===== config.mk =====
export PLATFORM = sky130hd
export DESIGN_NAME = salb_ctrl
export DESIGN_NICKNAME = d
export VERILOG_FILES = /design/src/rtl/core/salb_pkg.sv /design/src/rtl/core/salb_ctrl.sv
export SDC_FILE = /design/constraint.sdc
export NUM_CORES = 1
export LEC_CHECK = 0
export BUFFER_PORTS_ARGS = -buffer_cell sky130_fd_sc_hd__buf_4
export CORE_MARGIN = 2
export CORE_UTILIZATION = 30
export DETAILED_ROUTE_END_ITERATION = 12
export PLACE_DENSITY = 0.64
export SLEW_MARGIN = 15
export SYNTH_ARGS = -nofsm -noshare
export SYNTH_HDL_FRONTEND = slang
export SYNTH_SLANG_ARGS = --single-unit

===== constraint.sdc =====
create_clock -name clk -period 1.5 [get_ports clk]
set_clock_uncertainty 0.2 [all_clocks]
set_input_delay 0 -clock clk [delete_from_list [all_inputs] [get_ports clk]]
set_output_delay 0 -clock clk [all_outputs]
set_load 0.02 [all_outputs]

===== src/rtl/core/salb_pkg.sv =====
// Shared types, codes and constants for the suffix array LCP builder.
`timescale 1ns / 1ps

package salb_pkg;

    // Field widths
    localparam int POS_W = 12;
    localparam int SYM_W = 8;
    localparam int LEN_W = 13;

    // Store capacity and parameter default
    localparam int STORE_CAP       = 4096;
    localparam int MAX_LEN_DEFAULT = 4096;

    // Saturation value for a stored LCP
    localparam logic [POS_W-1:0] LCP_MAX = 12'hFFF;

    // Command codes
    localparam logic [1:0] CMD_LOAD_TEXT = 2'd0;
    localparam logic [1:0] CMD_LOAD_SA   = 2'd1;
    localparam logic [1:0] CMD_COMPUTE   = 2'd2;
    localparam logic [1:0] CMD_READ_LCP  = 2'd3;

    // Result kinds
    localparam logic KIND_DONE = 1'b0;
    localparam logic KIND_LCP  = 1'b1;

    // Controller to datapath commands
    typedef struct packed {
        logic wr_text;
        logic wr_sa;
        logic rd_lcp;
        logic start_comp;
        logic clr_i;
        logic inv_rd;
        logic inv_wr;
        logic scan_rd;
        logic scan_j;
        logic scan_k;
        logic cmp_rd;
        logic inc_l;
        logic lcp_wr;
        logic next_i;
        logic emit_read;
        logic emit_done;
    } ctrl_cmd_t;

    // Datapath to controller status
    typedef struct packed {
        logic i_lt_n;
        logic j_ok;
        logic cmp_in;
        logic text_eq;
    } dp_status_t;

endpackage


===== src/rtl/core/salb_ctrl.sv =====
// Controller state machine that sequences loads, reads and the LCP computation.
`timescale 1ns / 1ps

module salb_ctrl (
    input  logic                  clk,
    input  logic                  rst_n,
    input  logic                  start,
    input  logic [1:0]            cmd,
    output logic                  busy,
    input  salb_pkg::dp_status_t  status,
    output salb_pkg::ctrl_cmd_t   cmds
);
    import salb_pkg::*;

    localparam logic [3:0] ST_IDLE    = 4'd0;
    localparam logic [3:0] ST_INV_RD  = 4'd1;
    localparam logic [3:0] ST_INV_WR  = 4'd2;
    localparam logic [3:0] ST_SCAN_RD = 4'd3;
    localparam logic [3:0] ST_SCAN_J  = 4'd4;
    localparam logic [3:0] ST_SCAN_K  = 4'd5;
    localparam logic [3:0] ST_CMP_RD  = 4'd6;
    localparam logic [3:0] ST_CMP_EQ  = 4'd7;
    localparam logic [3:0] ST_LCP_WR  = 4'd8;
    localparam logic [3:0] ST_RD_WAIT = 4'd9;

    logic [3:0] state_reg;
    logic [3:0] state_next;
    logic       accept;

    assign busy   = (state_reg != ST_IDLE);
    assign accept = start && !busy;

    // Decode state into datapath commands
    always_comb
    begin
        state_next = state_reg;
        cmds       = '0;
        unique case (state_reg)
            ST_IDLE:
            begin
                if (accept)
                begin
                    unique case (cmd)
                        CMD_LOAD_TEXT: cmds.wr_text = 1'b1;
                        CMD_LOAD_SA:   cmds.wr_sa = 1'b1;
                        CMD_COMPUTE:
                        begin
                            cmds.start_comp = 1'b1;
                            state_next      = ST_INV_RD;
                        end
                        CMD_READ_LCP:
                        begin
                            cmds.rd_lcp = 1'b1;
                            state_next  = ST_RD_WAIT;
                        end
                    endcase
                end
            end
            ST_RD_WAIT:
            begin
                cmds.emit_read = 1'b1;
                state_next     = ST_IDLE;
            end
            ST_INV_RD:
            begin
                if (status.i_lt_n)
                begin
                    cmds.inv_rd = 1'b1;
                    state_next  = ST_INV_WR;
                end
                else
                begin
                    cmds.clr_i = 1'b1;
                    state_next = ST_SCAN_RD;
                end
            end
            ST_INV_WR:
            begin
                cmds.inv_wr = 1'b1;
                state_next  = ST_INV_RD;
            end
            ST_SCAN_RD:
            begin
                if (status.i_lt_n)
                begin
                    cmds.scan_rd = 1'b1;
                    state_next   = ST_SCAN_J;
                end
                else
                begin
                    cmds.emit_done = 1'b1;
                    state_next     = ST_IDLE;
                end
            end
            ST_SCAN_J:
            begin
                if (status.j_ok)
                begin
                    cmds.scan_j = 1'b1;
                    state_next  = ST_SCAN_K;
                end
                else
                begin
                    cmds.next_i = 1'b1;
                    state_next  = ST_SCAN_RD;
                end
            end
            ST_SCAN_K:
            begin
                cmds.scan_k = 1'b1;
                state_next  = ST_CMP_RD;
            end
            ST_CMP_RD:
            begin
                if (status.cmp_in)
                begin
                    cmds.cmp_rd = 1'b1;
                    state_next  = ST_CMP_EQ;
                end
                else
                begin
                    state_next = ST_LCP_WR;
                end
            end
            ST_CMP_EQ:
            begin
                if (status.text_eq)
                begin
                    cmds.inc_l = 1'b1;
                    state_next = ST_CMP_RD;
                end
                else
                begin
                    state_next = ST_LCP_WR;
                end
            end
            ST_LCP_WR:
            begin
                cmds.lcp_wr = 1'b1;
                state_next  = ST_SCAN_RD;
            end
            default:
            begin
                state_next = ST_IDLE;
            end
        endcase
    end

    // Advance state
    always_ff @(posedge clk or negedge rst_n)
    begin
        if (!rst_n)
        begin
            state_reg <= ST_IDLE;
        end
        else
        begin
            state_reg <= state_next;
        end
    end

endmodule


==> impl_metrics.json <==
{
  "number_of_antenna_violations_at_the_first_check_in_global_routing": 0,
  "totalPowerFinal_mw": 1.78,
  "setup.reg_to_reg.worst_slack_ns": 0.06,
  "netlist-cell-type-count": 31,
  "hold_path_startpoint": "start",
  "final_cells": 122,
  "clk_latency_ns": 0.24,
  "post_synthesis_net_count": 70,
  "cp_data_required_time_ns": 1.30,
  "postSynthRegisterBits": 4,
  "path_class": "flip-flop to output port",
  "grt_overflow": 0,
  "detailedPlace.worstSlack_ns": 0.0173,
  "htree_levels": 1,
  "cts_made_buffers": 3,
  "root_buffer": "clkbuf_4",
  "avgRoutedWirePerCell_um": 14.5,
  "grt_pass1_vias": 573,
  "floorplan.die.height_um": 43.2,
  "dp.cells": 104,
  "numPortBuffers": 25,
  "dr.pass1.iters": 4,
  "final.setup.worst_slack_ns": -0.170,
  "crit_fanout": 4,
  "cap_violations": 0,
  "detail_route.iter0.violations": 12,
  "finalHoldViolations": 0,
  "crit-reg2reg-launch": "state_reg[0]",
  "min-delay-path-class": "input port to flip-flop",
  "die-width_um": 43.2,
  "design.core.area_um2": 1470,
  "global_route.usage.total_pct": 18.0,
  "yosysSeqAreaShare_pct": 21.7,
  "i_o_pins": 26,
  "detail_route.drc_violations": 0,
  "drive_gt1_share_pct": 67.0,
  "multi_input_comb_area_um2": 430,
  "mappedNetlistArea_um2": 460,
  "fin_crit_sh_pct": 111,
  "cts_sinks": 4,
  "power_density_nw_per_um2": 1770,
  "worst_setup_path_startpoint": "state_reg[0]",
  "report.final.slew_viol_count": 0,
  "place_area_um2": 708,
  "setup.worst_path.start_class": "flip-flop",
  "post_synth_inst_count": 61,
  "dp.final_hpwl_um": 1050,
  "timing.final.setup_violations": 11,
  "worst_pin_slew_ns": 0.238,
  "gp_congestion": 0.852,
  "worstPathArrival_ns": 1.47,
  "clk_pin_slew_worst_setup_hold_paths_ns": 0.04,
  "layout-area-overhead-vs-synth_pct": 118,
  "violations": "setup timing",
  "finish.instance_area_um2": 1010,
  "antenna_cells_inserted": 0,
  "ir_drop_mv": 1.09,
  "yosysWarnings": 0,
  "largest_net_degree_at_the_start_of_global_routing": 11,
  "depth_of_the_most_critical_reg_to_reg_path": 5,
  "remaining_number_of_nets_flagged_by_the_antenna_check_after_routing": 0,
  "outcome": "complete, but fails checks",
  "routed-via-count": 643,
  "fp-row-count": 14,
  "timing.max_slew.rel_slack_pct": 84.0,
  "crit_end": "cmds[12]",
  "syn_avg_cell_area_um2": 7.55,
  "nets": 117,
  "leakagePower_nw": 0.443,
  "dieArea_um2": 1860,
  "wl_um": 1770,
  "grt_pass1_wl_um": 2560,
  "clock.fmax_mhz": 599,
  "vias_per_cell": 5.27,
  "type_of_destination_of_the_critical_path": "output port",
  "clock_tree.buffer_depth": 2,
  "tritoncts": "done",
  "final_period_minus_worst_setup_slack_ns": 1.67,
  "finalCoreUtilization_pct": 68.4,
  "regToRegEndpoint": "state_reg[2]",
  "grt_setup_unrepaired": "yes",
  "seq_area_um2": 105,
  "initial_utilization_pct": 31.3,
  "number_of_flip_flops_under_the_largest_register_name": 4,
  "n_fill_cell": 123
}
-- cell type report --
cell class                 instances  area share, %
multi-input combinational         48           42.8
inverter                           5           2.36
clock buffer                       3           2.24
tap                               16           1.99
sequential                         4           10.4
timing repair buffer              46           40.2
-- how the worst min path moves through the flow --
| stage | end | slack [ns] | cells after the start |
|---|---|---|---|
| 2_1_floorplan | state_reg[0] | -0.50 | 0 |
| 3_3_place_gp | state_reg[3] | -0.40 | 1 |
| 3_5_place_dp | state_reg[3] | -0.40 | 1 |
| 4_1_cts | state_reg[0] | 0.04 | 3 |
| 5_1_grt | state_reg[0] | 0.08 | 4 |
| 6_report | state_reg[0] | 0.06 | 4 |
-- logic make-up after synthesis --
kind of cell / count (synthesis) / share of synthesized area, %
DFF: 4 / 21.7
muxes: 1 / 2.17
and+or+nand+nor: 36 / 47.0
AOI/OAI and AO/OA: 10 / 15.5
buffers and inverters: 9 / 11.7
xor gates and xnor gates: 1 / 1.90
-- repair_timing --
item / in CTS / in global routing
gates resized for setup: 16 / 24
endpoints found under the setup margin: 15 / 18
hold endpoints to repair: 7 / 0
buffers inserted: 4 / 4
gates cloned: 0 / 0
pin swaps: 8 / 7
hold buffers: 7 / 0
-- synth_stat cells --
| master | instances | area [µm²] |
|---|---|---|
| o21ai_1 | 1 | 5.00 |
| and3_1 | 1 | 6.26 |
| nand2_2 | 1 | 6.26 |
| dfrtp_1 | 4 | 100 |
| nor4_1 | 4 | 25.0 |
| nor4_4 | 1 | 21.3 |
| nor3b_2 | 2 | 25.0 |
| buf_6 | 2 | 22.5 |
| a211oi_1 | 2 | 15.0 |
| nor2b_1 | 1 | 6.26 |
| mux2i_1 | 1 | 10.0 |
| nand3_1 | 3 | 15.0 |
| nand2b_2 | 1 | 8.76 |
| nor2_1 | 7 | 26.3 |
| a21boi_1 | 1 | 7.51 |
| nand4_1 | 1 | 6.26 |
| nor4b_1 | 1 | 8.76 |
| a32o_1 | 1 | 10.0 |
| nand3b_1 | 2 | 15.0 |
| a21oi_1 | 1 | 5.00 |
| nor3_1 | 4 | 20.0 |
| a21o_1 | 1 | 7.51 |
| buf_2 | 1 | 5.00 |
| buf_4 | 1 | 7.51 |
| inv_2 | 1 | 3.75 |
| o21ai_0 | 1 | 5.00 |
| o211ai_1 | 1 | 7.51 |
| nand2_1 | 7 | 26.3 |
| xor2_1 | 1 | 8.76 |
| inv_1 | 4 | 15.0 |
| o31a_1 | 1 | 8.76 |
-- cells in the final DEF, fill, tap and decap left out, drive strengths merged --
master | Yosys | layout
a21oi | 1 | 1
nand3b | 2 | 2
nand2b | 1 | 1
o211ai | 1 | 1
a211oi | 2 | 2
mux2i | 1 | 1
and3 | 1 | 1
nor2b | 1 | 1
nor4 | 5 | 5
nor3 | 4 | 4
nor3b | 2 | 2
nor2 | 7 | 7
a21o | 1 | 1
clkbuf | 0 | 3
dfrtp | 4 | 4
xor2 | 1 | 1
a21boi | 1 | 1
dlygate4sd3 | 0 | 7
o21ai | 2 | 2
a32o | 1 | 1
inv | 5 | 5
nand2 | 8 | 8
nor4b | 1 | 1
nand3 | 3 | 3
nand4 | 1 | 1
o31a | 1 | 1
buf | 4 | 39
-- per-layer routing --
metal	GRT usage (%)	routed length, µm
met4	1.82	23
met3	5.11	105
met1	21.6	708
met5	0	0
met2	32.5	930
-- metrics by stage --
step | hold WS, ns | setup TNS, ns
after floorplan | -0.496 | 0
after global placement | -0.403 | 0
after detailed placement | -0.402 | 0
after CTS | 0.0432 | -0.567
after global routing | 0.0842 | -1.37
final | 0.0565 | -0.593
-- critical path: stages, from the launching register on --
cell and delay, ns:
dfrtp_2 0.43, nor4_4 0.31, nand2_2 0.13, nor3b_2 0.18, buf_4 0.17
-- report_power, final --
part | leakage [nW] | total [mW] | internal (mW) | switching [mW]
combinational | 0.384 | 1.40 | 0.666 | 0.735
clock | 0.0138 | 0.136 | 0.0896 | 0.0461
sequential | 0.0456 | 0.240 | 0.163 | 0.0766
Note: power is estimated with default switching activity, not from simulation.
